## src/rtl/bspce_pkg.sv

```systemverilog
// Shared types, sequencer codes and saturation helper for the B-spline point evaluator.
// Used by bspce_ctrl, bspce_dp and the top level; no dependencies of its own.
`default_nettype none
package bspce_pkg;

  localparam int DATA_W       = 32;
  localparam int SAT_W        = 72;
  localparam int SEARCH_LIMIT = 64;
  localparam int STEP_W       = 7;

  localparam logic [1:0] FUNC_LOAD_KNOT  = 2'd0;
  localparam logic [1:0] FUNC_LOAD_POINT = 2'd1;
  localparam logic [1:0] FUNC_EVAL       = 2'd2;

  localparam logic REG_DEGREE = 1'b0;
  localparam logic REG_NUM_CP = 1'b1;

  typedef logic [4:0] op_t;

  localparam op_t ST_IDLE = 5'd0;
  localparam op_t ST_CHK0 = 5'd1;
  localparam op_t ST_CHK1 = 5'd2;
  localparam op_t ST_CHK2 = 5'd3;
  localparam op_t ST_SR0  = 5'd4;
  localparam op_t ST_SR1  = 5'd5;
  localparam op_t ST_SR2  = 5'd6;
  localparam op_t ST_LR0  = 5'd7;
  localparam op_t ST_LR1  = 5'd8;
  localparam op_t ST_LR2  = 5'd9;
  localparam op_t ST_DIV0 = 5'd10;
  localparam op_t ST_DIV1 = 5'd11;
  localparam op_t ST_MUL1 = 5'd12;
  localparam op_t ST_MUL2 = 5'd13;
  localparam op_t ST_MUL3 = 5'd14;
  localparam op_t ST_AC0  = 5'd15;
  localparam op_t ST_AC1  = 5'd16;
  localparam op_t ST_AC2  = 5'd17;
  localparam op_t ST_AC3  = 5'd18;
  localparam op_t ST_AC4  = 5'd19;
  localparam op_t ST_FAIL = 5'd20;
  localparam op_t ST_FIN  = 5'd21;

  typedef struct packed {
    op_t  op;
    logic eval_start;
    logic load_knot;
    logic load_point;
  } cmd_t;

  typedef struct packed {
    logic bad_count;
    logic u_lt;
    logic u_gt;
    logic u_eq;
    logic hit;
    logic steps_max;
    logic span_bad;
    logic den_zero;
    logic div_done;
    logic r_last;
    logic j_last;
    logic out_free;
  } stat_t;

  localparam logic signed [SAT_W-1:0] SAT_MAX = 72'sd2147483647;
  localparam logic signed [SAT_W-1:0] SAT_MIN = -72'sd2147483648;

  function automatic logic signed [DATA_W-1:0] sat32(input logic signed [SAT_W-1:0] x);
    logic signed [DATA_W-1:0] res;
    if (x > SAT_MAX) begin
      res = 32'sh7fffffff;
    end else if (x < SAT_MIN) begin
      res = 32'sh80000000;
    end else begin
      res = x[DATA_W-1:0];
    end
    return res;
  endfunction

endpackage
`default_nettype wire

```

## src/rtl/bspce_ctrl.sv

```systemverilog
// Sequencer for the evaluator: span check, span search, basis recurrence, weighted sum.
// Depends on bspce_pkg for state codes and the command and status structs.
`default_nettype none
module bspce_ctrl (
  input  wire logic             clk,
  input  wire logic             rst_n,
  input  wire logic             in_tvalid,
  input  wire logic [1:0]       in_func,
  input  wire bspce_pkg::stat_t stat,
  output logic                  in_tready,
  output bspce_pkg::cmd_t       cmd
);

  bspce_pkg::op_t state_r;
  bspce_pkg::op_t state_nxt;
  logic           accept;

  assign in_tready = (state_r == bspce_pkg::ST_IDLE);
  assign accept    = in_tvalid && in_tready;

  always_comb begin
    cmd.op         = state_r;
    cmd.eval_start = accept && (in_func == bspce_pkg::FUNC_EVAL);
    cmd.load_knot  = accept && (in_func == bspce_pkg::FUNC_LOAD_KNOT);
    cmd.load_point = accept && (in_func == bspce_pkg::FUNC_LOAD_POINT);
  end

  always_comb begin
    state_nxt = state_r;
    case (state_r)
      bspce_pkg::ST_IDLE: begin
        if (cmd.eval_start) state_nxt = bspce_pkg::ST_CHK0;
      end
      bspce_pkg::ST_CHK0: state_nxt = stat.bad_count ? bspce_pkg::ST_FAIL : bspce_pkg::ST_CHK1;
      bspce_pkg::ST_CHK1: state_nxt = stat.u_lt ? bspce_pkg::ST_FAIL : bspce_pkg::ST_CHK2;
      bspce_pkg::ST_CHK2: begin
        if (stat.u_gt) state_nxt = bspce_pkg::ST_FAIL;
        else if (stat.u_eq) state_nxt = bspce_pkg::ST_LR0;
        else state_nxt = bspce_pkg::ST_SR0;
      end
      bspce_pkg::ST_SR0: state_nxt = bspce_pkg::ST_SR1;
      bspce_pkg::ST_SR1: state_nxt = bspce_pkg::ST_SR2;
      bspce_pkg::ST_SR2: begin
        if (stat.hit) begin
          state_nxt = stat.span_bad ? bspce_pkg::ST_FAIL : bspce_pkg::ST_LR0;
        end else begin
          state_nxt = stat.steps_max ? bspce_pkg::ST_FAIL : bspce_pkg::ST_SR0;
        end
      end
      bspce_pkg::ST_LR0:  state_nxt = bspce_pkg::ST_LR1;
      bspce_pkg::ST_LR1:  state_nxt = bspce_pkg::ST_LR2;
      bspce_pkg::ST_LR2:  state_nxt = bspce_pkg::ST_DIV0;
      bspce_pkg::ST_DIV0: state_nxt = stat.den_zero ? bspce_pkg::ST_MUL1 : bspce_pkg::ST_DIV1;
      bspce_pkg::ST_DIV1: begin
        if (stat.div_done) state_nxt = bspce_pkg::ST_MUL1;
      end
      bspce_pkg::ST_MUL1: state_nxt = bspce_pkg::ST_MUL2;
      bspce_pkg::ST_MUL2: state_nxt = bspce_pkg::ST_MUL3;
      bspce_pkg::ST_MUL3: begin
        if (!stat.r_last) state_nxt = bspce_pkg::ST_DIV0;
        else if (stat.j_last) state_nxt = bspce_pkg::ST_AC0;
        else state_nxt = bspce_pkg::ST_LR0;
      end
      bspce_pkg::ST_AC0: state_nxt = bspce_pkg::ST_AC1;
      bspce_pkg::ST_AC1: state_nxt = bspce_pkg::ST_AC2;
      bspce_pkg::ST_AC2: state_nxt = bspce_pkg::ST_AC3;
      bspce_pkg::ST_AC3: state_nxt = bspce_pkg::ST_AC4;
      bspce_pkg::ST_AC4: state_nxt = stat.j_last ? bspce_pkg::ST_FIN : bspce_pkg::ST_AC0;
      bspce_pkg::ST_FAIL: state_nxt = bspce_pkg::ST_FIN;
      bspce_pkg::ST_FIN: begin
        if (stat.out_free) state_nxt = bspce_pkg::ST_IDLE;
      end
      default: state_nxt = bspce_pkg::ST_IDLE;
    endcase
  end

  always_ff @(posedge clk) begin
    if (!rst_n) begin
      state_r <= bspce_pkg::ST_IDLE;
    end else begin
      state_r <= state_nxt;
    end
  end

endmodule
`default_nettype wire

```

## config.mk

```make
export PLATFORM = sky130hd
export DESIGN_NAME = bspce_ctrl
export DESIGN_NICKNAME = d
export VERILOG_FILES = /design/src/rtl/bspce_pkg.sv /design/src/rtl/bspce_ctrl.sv
export SDC_FILE = /design/constraint.sdc
export NUM_CORES = 1
export LEC_CHECK = 0
export BUFFER_PORTS_ARGS = -buffer_cell sky130_fd_sc_hd__clkbuf_2
export CORE_AREA = 2 2 40 42
export CTS_CLUSTER_DIAMETER = 40
export DETAILED_ROUTE_END_ITERATION = 8
export DIE_AREA = 0 0 42 44
export PLACE_DENSITY = 0.88
export SYNTH_ARGS = -nofsm -noshare
export SYNTH_HDL_FRONTEND = slang
export SYNTH_SLANG_ARGS = --single-unit
```

## constraint.sdc

```tcl
create_clock -name clk -period 3.45 [get_ports clk]
set_input_delay 0.345 -clock clk [delete_from_list [all_inputs] [get_ports clk]]
set_output_delay 0.345 -clock clk [all_outputs]
set_load 0.02 [all_outputs]
```

# Word-level counts from Yosys, hierarchy flattened
# Cells that the tools add are included.
# W data, S select, Z words.
[totals]
wordCells = 49
input_bits = 17
out_inout_bits = 9
regBits = 5
[op_classes]
n_eq_ne = 26
n_reduce_logical = 7
n_mux = 15
[op_table]
columns = ["operator", "n"]
rows = [
  ["$pmux W5 S22", 1],
  ["$mux W5", 10],
  ["$eq A5 B4 Y1 const B", 8],
  ["$eq A5 B5 Y1 const B", 6],
  ["$eq A5 B3 Y1 const B", 4],
  ["$eq A5 B2 Y1 const B", 2],
  ["$mux W4", 2],
  ["$eq A5 B1 Y1 const B", 1],
  ["$logic_not A5 Y1", 1],
  ["$logic_and A1 B1 Y1", 4],
  ["$ne A2 B2 Y1 const B", 2],
  ["$mux W3", 1],
  ["$reduce_and A3 Y1", 1],
  ["$eq A2 B1 Y1 const B", 1],
  ["$eq A2 B2 Y1 const B", 1],
  ["$logic_not A2 Y1", 1],
  ["$mux W2", 1],
  ["$ne A2 B1 Y1 const B", 1],
]

# Logic depth before layout (Yosys ltp)
[depth]
depth_word = 5
ltp_mapped = 7

# Worst setup path after synthesis
# Ideal clock, no wire load.
[synth_timing]
path_type = "reg2out"
startpoint = "reg state_r[4]"
endpoint = "out cmd[1] (netlist bit)"
setup_slack_ps = 1429
stages_incl_launch_ff = 5
n_path_buf = 0
t_arrival_ps = 1676
path_cell_list = "dfxtp_1 > or2_1 > nor4_4 > nand2_2 > nor3_1"
[synth_lines]
columns = ["item", "line_no", "rtl"]
rows = [
  ["start: declaration", "bspce_ctrl.sv:14", "bspce_pkg::op_t state_r;"],
  ["start signal: assignment", "bspce_ctrl.sv:79", "state_r <= bspce_pkg::ST_IDLE;"],
  ["start signal: assignment", "bspce_ctrl.sv:81", "state_r <= state_nxt;"],
  ["end: declaration", "bspce_ctrl.sv:11", "output bspce_pkg::cmd_t cmd"],
]

==> summary.md <==
| Metric | Value |
|---|---|
| Compound-Gate Fraction of Synth Area | between 20% and 30% |
| Combinational family with the most area after synthesis | simple AND/OR/NAND/NOR gates |
| Post-synth EDFFs | 0 |
| Syn Nets | slightly above 100 |
| Root Driver | clkbuf_4 |
| Hold_buf cts | 0 |
| Outcome | finished, final reports clean |
| Largest net degree at the start of global routing | 23 |
| Post-layout nets | between 100 and 150 |
| Total grt overflow | 0 |
| FFs w/ async S/R, synth | 0% |
| Die height | ~44 um |
| Max reg flops | 5 |
| PwrDens | roughly 560 mW/mm^2 |
| Critical Path Start Type | flop |
| Total clock sinks | 5 |
| CP Capture Type | output port |
| Layout cells sized above 1 | about a third |
| Internal power | about 210 uW |
| Synth-to-Final Area Change | 15.7% |
| # Max-Cap Violations | 0 |
| Post-route ant nets | 0 |
| # diodes | 0 |
| Multi-input logic area | between 500 and 600 sq um |
| DP HPWL | 1220 um |
| Initial antenna violation count | 0 |
| Largest regs | state_r (5) |
| Fin area | around 780 sq um |
| Avg Inst Size Synth | slightly below 8 sq um |
| Sw Share | about half |
| Worst Tran Pin Value | 0.753 ns |
| Yosys warnings | 0 |
| Final Hold Vio Count | 0 |
| Register area | between 100 and 150 sq um |
| GRT Resource Usage Total | between 20% and 30% |
| Synthesized flop and latch total | 5 |
| Register name with the most flops | state_r |
| Slew margin rel. | between 40% and 50% |
| Post-placement cell area | roughly 760 sq um |
| Global-route wire length before repair | roughly 3100 um |
| Worst reg-to-reg path cell count | 5 |
| Post-route DRC | 0 |
| WP data arrival | 1.85 ns |
| Final setup vio count | 0 |
| Vias in the first global route | a little under 700 |
| Lkg Pwr | roughly 0.00032 uW |
| Hold/Removal Path Class | in -> reg |
| Multiplexer area fraction after synthesis | under 10% |
| Crit-path max FO | 14 |
| Min Tclk post-route | roughly 2.2 ns |
| Synth Area in Adders | between 1.5 and 2% |
| I/O Buffers | 25 |
| Power share of the clock group | between 10% and 20% |
| Avg WL per Cell | 14.2 um |
| Vias | 737 |
| Clk_lat worst skew | 0.24 ns |
| Top cells by area, synth | dfxtp_1, buf_6, nor2_1 |
| CTS Buf Count | 3 |
| Maximum VDD drop | about 0.00038 V |
| Sum of negative setup slack | 0 ns |
| Total Power | between 400 and 500 uW |
| Die area | about 0.0018 sq mm |
| TritonCTS clock tree | built |
| Post-route clock period utilization | a little under two thirds |
| Hold Path Stages | 2 |
| Area share of the largest cell type after synthesis | between 10 and 15% |
| Cell area after synthesis | approximately 680 sq um |
| RSZ-0062 raised after global routing | no |
| Combinational power share | 54.7% |
| Io pins | 26 |
| Main flop type after synthesis | dfxtp_1 |
| Most common cell after layout, fill and taps aside | clkbuf_2 |
| Row cnt | 14 |
| Die width | around 42 um |
| Cells after Synth | 86 |
| Flop pwr share | between 20% and 30% |
| GPL Wtd Cong | between 0.8 and 0.9 |
| H-tree Lvls | 1 |
| Largest area contributor in the netlist | dfxtp_1 |
| Post-Route WL | roughly 1800 um |
| Count of different cell masters after synthesis | between 40 and 50 |
| Cts repair resizes | 0 |
| Switch Pwr | 225 uW |
| CORE AREA | between 0.001 and 0.0015 sq mm |
| Simple-Gate Fraction of Synth Area | between 40% and 50% |
| Vias per inst | slightly below 6 |
| Post-CTS Setup Bufs | 0 |
| Worst Setup Path Type | reg -> out |
| Peak Freq | between 400 and 500 MHz |
| Synth Area in XOR/XNOR | 0% |
| Max Buffers Root-to-Sink | 2 |
| Iter 0 DRT Violations | 14 |
| Clock slew at reported path FFs | around 0.040 ns |
| Commonest non-fill, non-tap cells in the layout | clkbuf_2, nor2_1, nand2_1, a21oi_1, dfxtp_1 |
| Post-synthesis sequential area ratio | between 10% and 20% |
| Slew Limit Fails | 0 |
| Critical path data required time | ~3.1 ns |
| Skew final | between 0.001 and 0.0015 ns |
| Initial Utilization | between 40% and 50% |
| FILL cells | roughly 130 |
| 1st-pass router iterations | 4 |
## worst paths after layout
| path | from | end | slack, ns |
|---|---|---|---|
| max reg2reg | state_r[0]$_SDFFE_PN0P_ | state_r[4]$_SDFFE_PN0P_ | 1.68 |
| min reg2reg | state_r[4]$_SDFFE_PN0P_ | state_r[3]$_SDFFE_PN0P_ | 0.73 |
| min | rst_n | state_r[1]$_SDFFE_PN0P_ | 0.40 |
| max | state_r[4]$_SDFFE_PN0P_ | cmd[1] | 1.25 |
## metal layers
| layer | vias up | track usage (%) | wire (um) |
|---|---|---|---|
| met1 | 322 | 25.3 | 727 |
| li1 | 375 | - | - |
| met4 | 0 | 16.1 | 30 |
| met2 | 36 | 37.2 | 908 |
| met5 | - | 0 | 0 |
| met3 | 4 | 5.83 | 94 |
## critical path, stage by stage (launching register included)
cell and delay, ns:
dfxtp_1 0.44, or2_1 0.37, nor4_4 0.21, nand2_2 0.13, nor3_1 0.23, clkbuf_2 0.22
## cells by family (layout without fill, tap and decap cells)
| group | Yosys count | count (layout) |
|---|---|---|
| simple gates | 42 | 42 |
| compound gates | 28 | 28 |
| buf+inv | 8 | 30 |
| flops | 5 | 5 |
| mux | 2 | 2 |
| fa+ha+maj | 1 | 1 |
## power groups by stage
stage	combinational (uW)	sequential (uW)	clock, uW
floorplan	213	104	0
global placement	229	128	0
detailed placement	234	129	0
CTS	240	128	71.7
global route	260	136	80.6
finish	240	131	68.0
## synthesized netlist by cell type (2+ instances only)
cell type  count
o21ai_1        4
nand2b_1       3
nand2_1        5
nand3_1        3
mux2i_1        2
nor2_1         8
nor4b_2        2
o21ai_0        2
nor2b_1        3
o21a_1         2
nor3_1         4
dfxtp_1        5
o31a_1         2
a211oi_1       2
buf_4          2
buf_6          4
a21oi_1        5
nor3b_2        2
a21o_1         2
nand3b_1       3
## final cells by class
| type | count | share of cell area [%] |
|---|---|---|
| repair buffers | 25 | 16.0 |
| flip-flops and latches | 5 | 12.8 |
| well taps | 16 | 2.56 |
| inverters | 1 | 0.479 |
| clock buffers | 4 | 3.35 |
| multi-input cells | 73 | 64.9 |
## per-stage QoR
step,hold WS [ns],setup slack [ns],instances,utilization [%]
2_1_floorplan,0.453,1.43,86,-
3_5_place_dp,0.642,1.61,120,53.4
6_report,0.398,1.25,124,55.2
4_1_cts,0.390,1.27,124,55.2
3_3_place_gp,0.633,1.66,120,53.4
5_1_grt,0.385,1.11,124,55.2
(Power assumes the default switching activity.)
